[src/sv/chol_pkg.sv]
`timescale 1ns / 1ps
package chol_pkg;
    typedef logic signed [31:0] t_q16;
    localparam logic signed [31:0] Q_MAX = 32'sh7FFFFFFF;
    localparam logic signed [31:0] Q_MIN = -32'sh7FFFFFFF - 32'sd1;

    function automatic t_q16 sat32(input logic signed [63:0] v);
        if (v > 64'sh000000007FFFFFFF) return Q_MAX;
        if (v < -64'sh0000000080000000) return Q_MIN;
        return v[31:0];
    endfunction
endpackage

[src/sv/chol_div.sv]
`timescale 1ns / 1ps
// Restoring divider: quotient of (rem << 16) / den, truncated toward zero,
// saturated. One quotient bit per cycle, 48 bits.
module chol_div
    import chol_pkg::*;
(
    input  logic        i_clk,
    input  logic        i_rst_n,
    input  logic        i_start,
    input  t_q16        i_num,
    input  t_q16        i_den,
    output logic        o_done,
    output t_q16        o_quo
);
    logic [47:0] r_num;
    logic [31:0] r_den;
    logic [48:0] r_rem;
    logic [47:0] r_quo;
    logic        r_neg;
    logic [5:0]  r_cnt;
    logic        r_busy;
    logic [48:0] n_try;
    logic [48:0] n_shift;
    logic signed [63:0] n_val;

    assign n_shift = {r_rem[47:0], r_num[47]};
    assign n_try   = n_shift - {17'd0, r_den};

    always_ff @(posedge i_clk) begin
        o_done <= 1'b0;
        if (!i_rst_n) begin
            r_busy <= 1'b0;
        end else if (i_start) begin
            r_num  <= {(i_num[31] ? 32'(-i_num) : 32'(i_num)), 16'd0};
            r_den  <= i_den;
            r_neg  <= i_num[31];
            r_rem  <= '0;
            r_quo  <= '0;
            r_cnt  <= 6'd48;
            r_busy <= 1'b1;
        end else if (r_busy) begin
            r_num <= {r_num[46:0], 1'b0};
            if (!n_try[48]) begin
                r_rem <= n_try;
                r_quo <= {r_quo[46:0], 1'b1};
            end else begin
                r_rem <= n_shift;
                r_quo <= {r_quo[46:0], 1'b0};
            end
            if (r_cnt == 6'd1) begin
                r_busy <= 1'b0;
                o_done <= 1'b1;
            end
            r_cnt <= r_cnt - 6'd1;
        end
    end

    always_comb begin
        n_val = r_neg ? -$signed({16'd0, r_quo}) : $signed({16'd0, r_quo});
        o_quo = sat32(n_val);
    end
endmodule

[config.mk]
export PLATFORM = sky130hd
export DESIGN_NAME = chol_div
export DESIGN_NICKNAME = d
export VERILOG_FILES = /design/src/sv/chol_pkg.sv /design/src/sv/chol_div.sv
export SDC_FILE = /design/constraint.sdc
export NUM_CORES = 1
export LEC_CHECK = 0
export BUFFER_PORTS_ARGS = -buffer_cell sky130_fd_sc_hd__buf_4
export CAP_MARGIN = 10
export CORE_MARGIN = 1
export CORE_UTILIZATION = 55
export CTS_BUF_LIST = sky130_fd_sc_hd__clkbuf_16
export DETAILED_ROUTE_END_ITERATION = 12
export PLACE_DENSITY = 0.75
export RECOVER_POWER = 50
export SLEW_MARGIN = 20
export SYNTH_ARGS = -nofsm -noshare
export SYNTH_HDL_FRONTEND = slang
export SYNTH_SLANG_ARGS = --single-unit
[constraint.sdc]
create_clock -name i_clk -period 9.85 [get_ports i_clk]
set_input_delay 0.4925 -clock i_clk [delete_from_list [all_inputs] [get_ports i_clk]]
set_output_delay 0.4925 -clock i_clk [all_outputs]
set_load 0.01 [all_outputs]
# ---- Word level (Yosys, flattened, before mapping)
# Index checks and enable logic that the tools add are counted.
dict set report totals {
  register_bits 184
  input_bits 67
  output_inout_bits 33
  elab_cells 42
}
dict set report op_classes {
  add_sub_neg 4
  n_lt_le_gt_ge 2
  n_eq_ne 1
  n_mux 20
  bitwise 2
  reduce_logical 4
}
# operator n
set op_table {}
lappend op_table {{$mux W48} 5}
lappend op_table {{$mux W32} 5}
lappend op_table {{$gt A64 B32 Y1 const B} 1}
lappend op_table {{$lt A64 B32 Y1 const B} 1}
lappend op_table {{$mux W64} 1}
lappend op_table {{$neg A48 Y64} 1}
lappend op_table {{$sub A49 B32 Y49} 1}
lappend op_table {{$neg A32 Y32} 1}
lappend op_table {{$mux W1} 8}
lappend op_table {{$eq A6 B1 Y1 const B} 1}
lappend op_table {{$mux W6} 1}
lappend op_table {{$sub A6 B1 Y6 const B} 1}
lappend op_table {{$reduce_and A2 Y1} 2}
lappend op_table {{$reduce_or A3 Y1} 1}
lappend op_table {{$not A1 Y1} 2}
lappend op_table {{$reduce_bool A2 Y1} 1}

# ---- Logic depth before layout (Yosys ltp)
# Gate-level depths: netlist (run 1).
dict set report depth {
  ltp_word 7
  ltp_mapped 15
}

# ---- Worst setup path after synthesis (run 1)
# OpenSTA, ideal clock, no wires.
dict set report synth_timing {
  path_kind {input-to-reg}
  start {input i_start}
  end {register r_cnt[0] (enable)}
  arrival_ps 3825
  required_time_ps 9345
  slack_ps 5520
  path_stages 2
  n_path_buf 1
  path_cell_list {clkbuf_1 -> o21a_1}
}
dict set report synth_between {
  elab_chain_len 2
}
# element line
set synth_lines {}
lappend synth_lines {{start: declaration} chol_div.sv:9} ;# input logic i_start,
lappend synth_lines {{$reduce_bool A2 Y1 (no source line)} n/a}
lappend synth_lines {{$reduce_and A2 Y1 (no source line)} n/a}
lappend synth_lines {{end signal: assignment} chol_div.sv:54} ;# r_cnt <= r_cnt - 6'd1;
lappend synth_lines {{end: declaration} chol_div.sv:20} ;# logic [5:0] r_cnt;
# Every way passes these cells.
# A chain may end at the register's enable or synchronous reset.

==> results.toml, run 1 <==
[yosys]
syn_nets = 1236
synth_most_common_cell = "edfxtp_1"
syn_area_um2 = 10900
netlist_top_cells_area = "edfxtp_1 (46%), xor2_1 (5.8%), a21oi_1 (4.7%)"
synth_common_cells = "edfxtp_1 (167), nand2_1 (114), a21oi_1 (103), nor2_1 (91), xor2_1 (72)"
synth_flop_cell = "edfxtp_1"
yosysSeqAreaShare_pct = 46.3
async_reset_ff_share_pct = 0
synthDominantCellAreaShare_pct = 45.9
synth_seq_cells = 169
yosysUniqueCellTypes = 67
synth_top_cell_by_area = "edfxtp_1"
yosysWarnings = 0
syn_avg_cell_area_um2 = 9.65
synth_edf_count = 167
syn-instance-count = 1132

[finish]
final_cells = 1474
layout.nets = 1300
final_area_um2 = 12400
syn_to_final_growth_pct = 13.2
nFillCells = 1656
final_util_pct = 63.5
diodes = 0
drive_above_1_share_pct = 15.2

[route]
drt-initial-drc-count = 623
drtAntennaViolNets = 0
drcViolationCount = 0
first_pass_iters = 5
num_vias = 8314
post_drt_wl_per_cell_um = 15.2
route.detailed.vias_per_inst = 5.64
drt_wl_total_um = 22400

[global_route]
grt_max_degree = 92
antenna_found_initial = 0
grt_usage_pct = 22.9
grt_pass1_wl_um = 37100
overflow = 0
grt_pass1_vias = 7581

[setup_path]
cp_num_buf_inv = 2
critPathRequiredTime_ns = 10.03
cp-start-kind = "input port"
critPathMaxFanout = 91
path_class = "input port to register"
crit_top_cell = "clkbuf_1"
crit_chain = "clkbuf_1 > clkbuf_1 > nor2_1 > mux2_2"
worstPathArrival_ns = 6.30
endpoint_kind = "register"
cp_slowest_cell = "clkbuf_1"
cpPeakStageDelay_ns = 2.85
critPathTopFamily = "buffers and inverters"

[timing]
fin_setup_tns_ns = 0
hold_violations = 0
finalCritPeriodShare_pct = 62.1
setup_viol = 0
timing.hold.ws_ns = 0.251
final_max_slew_viol_count = 264
rsz0062_at_grt = "false"
layout_setup_ws_ns = 3.73
finClkSkew_ns = 0.0112
slew-limit-headroom_pct = -155
fmax_mhz = 163
min_period_ns = 6.12
worstMarginPinSlew_ns = 3.83

[cts]
clk_latency_ns = 0.43
cts.hold.buffers_added = 0
cts_resized = 0
clock-sinks = 169
numCtsBuffers = 17
htree_levels = 4
clock_tree.root_cell = "clkbuf_16"
clkTransAtPathRegs_ns = 0.07
clockBufferDepth = 2
cts_tree = "done"
postCtsSetupRepairBufs = 0

[die]
start_util_pct = 56.1
rows = 51
fp.dieArea_um2 = 20400
die_y_um = 143
die_x_um = 143
pin_count = 100
coreArea_um2 = 19500

[worst_hold_path]
min_path_type = "input port to register"

[placement]
dp_hpwl_um = 15300
dp_cells = 1441
gp_congestion = 0.881
port_buffers = 99
place_area_um2 = 11800
pre_cts_slack_ns = 4.96

[pwr]
total_power_mw = 1.95
peakVddDrop_uv = 112
power_density_nw_per_um2 = 158
p_leak_nw = 4.65

[run]
cap_viol_max_count = 4

[status]
outcome = "finished with violations"
violations = "capacitance limit, slew limit"
==> registers in the layout, summed over array words and instances, names as in the netlist <==
register / cells
r_cnt: 6
r_num: 32
r_busy: 1
r_rem: 48
r_den: 32
r_quo: 48
o_done: 1
r_neg: 1
==> report_power, final <==
group	leakage (nW)	switching [mW]	total [mW]	internal (mW)
logic	2.74	0.230	0.397	0.167
clock network	0.282	0.288	0.662	0.374
registers	1.63	0.0322	0.888	0.855
==> path summary, 6_finish.rpt <==
path | startpoint | to | slack (ns) | depth (start not counted)
max | i_start | r_rem[39] | 3.73 | 4
min | i_den[21] | r_den[21] | 0.25 | 1
max reg2reg | r_num[47] | r_rem[45] | 5.52 | 13
min reg2reg | r_busy | o_done | 0.45 | 2
==> cells by family after synthesis <==
kind of cell | synth area share, %
compound gates | 16.8
buf+inv | 4.38
simple gates | 18.9
mux | 0.905
xor+xnor | 8.42
fa+ha+maj | 4.31
flops | 46.3
==> layer usage <==
metal / vias up / global-route usage (%) / part of all wire, %
li1: 4220 / - / -
met1: 3880 / 33.9 / 50
met2: 200 / 34.6 / 44
met3: 14 / 4.39 / 4.9
met4: 0 / 5.09 / 0.73
met5: - / 0 / 0
==> layout by cell type, fill, tap and decap left out, types with 7 or more instances in the layout <==
cell and count:
o21ai_1 7, clkbuf_4 32, buf_4 69, nor4_1 13, o21ai_2 24, nand3_1 23
inv_1 57, nand4_1 10, or4_1 11, a211oi_1 9, or3_1 21, a21o_1 11
nand2b_1 11, nor3_1 17, xor2_1 72, nand2_1 114, o21a_1 7, o21ai_0 53
o31ai_1 19, edfxtp_1 167, xnor2_1 33, a31oi_1 9, clkbuf_16 17, nor2_1 90
mux2_2 7, nor2b_1 55, or2_2 12, a21oi_1 103, o41ai_1 16, ha_1 36
==> cell type report <==
| cell class | instances | area (µm²) | area share, % |
|---|---|---|---|
| repair buffers | 106 | 793 | 6.42 |
| clock inverters | 15 | 149 | 1.20 |
| multi-input cells | 846 | 5400 | 43.7 |
| flip-flops and latches | 169 | 5050 | 40.9 |
| well taps | 265 | 332 | 2.68 |
| clock buffers | 17 | 425 | 3.44 |
| inverters | 56 | 210 | 1.70 |
No activity file was read; power rests on OpenSTA's default activity.
==> run 2: changes to the inputs <==
clock period = 6.22 ns   (was 9.85 ns; I/O delays follow)
==> results.toml, run 2 (synthesis results as in run 1) <==
[cts]
clock_tree.root_cell = "clkbuf_16"
postCtsSetupRepairBufs = 0
clkTransAtPathRegs_ns = 0.07
clock-sinks = 169
clk_latency_ns = 0.44
numCtsBuffers = 17
cts_tree = "done"
cts.hold.buffers_added = 0
htree_levels = 4
clockBufferDepth = 2
cts_resized = 0

[global_route]
grt_pass1_vias = 7604
antenna_found_initial = 0
grt_max_degree = 93
grt_pass1_wl_um = 36700
grt_usage_pct = 22.6
overflow = 0

[route]
drt_wl_total_um = 22600
route.detailed.vias_per_inst = 5.71
post_drt_wl_per_cell_um = 15.3
drcViolationCount = 0
drtAntennaViolNets = 0
drt-initial-drc-count = 615
first_pass_iters = 7
num_vias = 8422

[timing]
fmax_mhz = 197
min_period_ns = 5.08
setup_viol = 0
finalCritPeriodShare_pct = 81.7
worstMarginPinSlew_ns = 3.30
finClkSkew_ns = 0.00979
slew-limit-headroom_pct = -120
hold_violations = 0
fin_setup_tns_ns = 0
timing.hold.ws_ns = 0.0633
rsz0062_at_grt = "false"
final_max_slew_viol_count = 253
layout_setup_ws_ns = 1.14

[finish]
layout_common_cells = "edfxtp_1 (167), nand2_1 (114), a21oi_1 (103), nor2_1 (90), xor2_1 (72)"
reg_top3 = "r_quo (48), r_rem (48)"
drive_above_1_share_pct = 15.3
diodes = 0
layout.nets = 1300
final_area_um2 = 12300
final_common_cell = "edfxtp_1"
syn_to_final_growth_pct = 12.8

[die]
rows = 51
coreArea_um2 = 19500
start_util_pct = 56.1
fp.dieArea_um2 = 20400
pin_count = 100
die_y_um = 143
die_x_um = 143

[status]
outcome = "finished with violations"
violations = "capacitance limit, slew limit"

[pwr]
peakVddDrop_uv = 175
power_density_nw_per_um2 = 248
p_leak_nw = 4.63

[setup_path]
path_class = "input port to register"
worstPathArrival_ns = 5.14
cp_slowest_cell = "clkbuf_1"
endpoint_kind = "register"
cpPeakStageDelay_ns = 2.30
critPathMaxFanout = 82
critPathRequiredTime_ns = 6.28
cp-start-kind = "input port"
crit_chain = "clkbuf_1 > o21a_1 > clkbuf_2"

[placement]
place_area_um2 = 11800
pre_cts_slack_ns = 1.61
port_buffers = 99
gp_congestion = 0.868
dp_hpwl_um = 15400

[worst_hold_path]
min_path_type = "input port to register"

[run]
cap_viol_max_count = 4
run 2: cell count changes in the layout (fill, tap and decap cells not counted):
cell	previous run	this run
and2_0	1	2
nor4_1	13	14
clkinv_1	3	1
bufinv_16	2	1
clkinvlp_4	1	5
clkbuf_2	0	2
inv_8	0	1
nor4_2	1	0
and2_1	3	2
clkbuf_1	4	3
inv_1	57	58
clkinv_4	3	0
buf_12	1	0
run 2: cell type report:
cell class | count | area [µm²]
multi-input combinational | 846 | 5390
clock buffer | 17 | 425
inverter | 56 | 210
clock inverter | 15 | 130
timing repair buffer | 106 | 779
fill | 1622 | 7140
sequential | 169 | 5050
tap | 265 | 332
run 2: metrics by stage:
stage,power [mW],util [%],instances
after detailed placement,2.05,60.5,1441
after CTS,3.07,63.4,1473
after floorplan,1.88,-,1132
final,3.05,63.3,1474
after global placement,2.03,60.5,1441
after global routing,3.19,63.3,1474
run 2: report_power, final:
part	switching (mW)	internal, mW
Combinational	0.363	0.262
Sequential	0.0538	1.35
Clock	0.464	0.553
run 2: worst paths after layout:
check             startpoint         to  slack [ns]  cells past startpoint
setup / recovery     i_start   r_rem[3]        1.14                      3
setup reg to reg   r_num[47]  r_rem[46]        1.90                     13
hold / removal      i_den[9]   r_den[9]        0.06                      1
hold reg to reg       r_busy     o_done        0.47                      2
run 2: worst max-delay path, delay by kind of cell:
family | cells | cell delay [ns]
AO/OA/AOI/OAI | 1 | 1.55
buffers and inverters | 2 | 3.25
run 2: metal layers:
metal | part of all wire [%] | routed length, µm | global-route usage [%] | vias to the layer above
li1 | - | - | - | 4227
met5 | 0 | 0 | 0 | -
met2 | 44 | 9940 | 34.1 | 223
met1 | 50 | 11300 | 33.5 | 3957
met4 | 0.87 | 196 | 6.00 | 0
met3 | 5.2 | 1170 | 3.99 | 15
==> run 3: changes to the inputs <==
PLACE_DENSITY = 0.78   (was 0.75)
clock period = 4.4 ns   (was 6.22 ns; I/O delays follow)
==> results.toml, run 3 (synthesis results as in run 1) <==
[setup_path]
crit_start = "r_quo[5]"
r2r_end = "r_rem[39]"
r2r_slack_ns = 0.33
crit_chain = "or4_4 > or4_4 > or2_4 > o41ai_4 > xnor2_1 > nand4_1 > or4bb_1 > o21a_2 > clkbuf_16 > o21ai_2 > buf_4"
endpoint_kind = "output port"
crit_top_cell = "or4_4"
r2r_start = "r_rem[8]"
critPathRequiredTime_ns = 4.18
cpPeakStageDelay_ns = 0.57
critPathMaxFanout = 15
path_class = "register to output port"
cp_num_buf_inv = 2
worstPathArrival_ns = 4.07
cp-start-kind = "register"
critPathTopFamily = "simple AND/OR/NAND/NOR gates"
cp_slowest_cell = "or4_4"
rr_worst_depth = 10

[timing]
hold_violations = 0
final_max_slew_viol_count = 75
min_period_ns = 4.29
slew-limit-headroom_pct = -99.1
worstMarginPinSlew_ns = 2.99
layout_setup_ws_ns = 0.107
finClkSkew_ns = 0.0116
setup_viol = 0
fin_setup_tns_ns = 0
fmax_mhz = 233
timing.hold.ws_ns = 0.0501
finalCritPeriodShare_pct = 97.6

[finish]
diodes = 0
drive_above_1_share_pct = 18.0
final_common_cell = "edfxtp_1"
layout.nets = 1358
final_area_um2 = 13100
reg_top3 = "r_quo (48), r_rem (48)"
syn_to_final_growth_pct = 19.6
nFillCells = 1516
layout_common_cells = "edfxtp_1 (167), nand2_1 (114), a21oi_1 (103), nor2_1 (90), buf_4 (88)"
final_util_pct = 67.1
seq_area_um2 = 5050
multi_input_area_um2 = 5490

[status]
violations = "capacitance limit, slew limit"
outcome = "finished with violations"

[pwr]
p_leak_nw = 4.98
peakVddDrop_uv = 247
power_density_nw_per_um2 = 339

[route]
first_pass_iters = 5
num_vias = 8778
drt-initial-drc-count = 600
route.detailed.vias_per_inst = 5.73
post_drt_wl_per_cell_um = 15.5
drt_wl_total_um = 23700
drcViolationCount = 0
drtAntennaViolNets = 0

[worst_hold_path]
worstHoldStart = "i_rst_n"
min_path_cells = 3
hold_end = "o_done"
min_path_type = "input port to register"

[cts]
clockBufferDepth = 2
cts_tree = "done"
htree_levels = 4
clock-sinks = 169
clk_latency_ns = 0.43
numCtsBuffers = 17
clock_tree.root_cell = "clkbuf_16"
clkTransAtPathRegs_ns = 0.07

[global_route]
grt_pass1_wl_um = 38000
antenna_found_initial = 0
grt_usage_pct = 23.3
overflow = 0
grt_pass1_vias = 7806
grt_max_degree = 101

[die]
die_y_um = 143
start_util_pct = 56.1
die_x_um = 143
pin_count = 100
rows = 51
fp.dieArea_um2 = 20400
coreArea_um2 = 19500

[placement]
pre_cts_slack_ns = 0.300
place_area_um2 = 11900
port_buffers = 99
dp_hpwl_um = 15800
gp_congestion = 0.905

[run]
cap_viol_max_count = 1
## run 3: how the worst max path moves through the flow
stage               slack (ns)         to  cells after the start
floorplan                 0.34   r_cnt[0]                      2
global placement          0.37   o_quo[0]                     11
detailed placement        0.30   o_quo[0]                     11
CTS                       0.01  o_quo[15]                     11
global route             -0.02  o_quo[22]                     12
finish                    0.11  o_quo[22]                     11
## run 3: worst reg2reg max path, cell delays in order, from the launching register on
cell and delay (ns):
edfxtp_1 0.40, ha_1 0.39, a21oi_1 0.30, o311ai_0 0.18
a21oi_1 0.29, a211oi_1 0.19, o21ai_0 0.47, or3_1 0.25
nor4b_2 0.76, nor2b_1 0.25, mux2_2 0.35
## run 3: metal layers
metal / vias up / part of all wire [%] / GRT usage [%]
met1: 4160 / 48 / 33.9
met5: - / 0 / 0
met4: 0 / 0.67 / 6.06
met2: 266 / 47 / 36.6
met3: 19 / 4.7 / 3.19
li1: 4333 / - / -
## run 3: repair_timing
| action | in CTS | in global routing |
|---|---|---|
| pin swaps | 2 | 7 |
| cloned | 0 | 3 |
| setup buffers | 4 | 12 |
| hold buffers | 32 | 0 |
| endpoints found under the hold margin | 32 | 0 |
| gates resized for setup | 9 | 13 |
| setup endpoints to repair | 31 | 31 |
## run 3: cell type report
cell class	instances	share of cell area [%]
inverter	56	1.61
tap	265	2.54
clock buffer	17	3.26
multi-input combinational	846	42.1
sequential	169	38.7
clock inverter	15	1.18
timing repair buffer	164	10.7
## run 3: through the flow
step	instances	total power, mW
floorplan	1132	2.65
global placement	1449	2.88
detailed placement	1449	2.90
CTS	1517	4.42
global route	1532	4.62
finish	1532	4.43
## run 3: power by group
| group | leakage (nW) | total [mW] | switching (mW) | internal, mW |
|---|---|---|---|---|
| combinational | 3.09 | 0.950 | 0.534 | 0.417 |
| sequential | 1.63 | 1.99 | 0.0763 | 1.91 |
| clock | 0.265 | 1.49 | 0.654 | 0.835 |
| total | 4.98 | 4.43 | 1.26 | 3.16 |
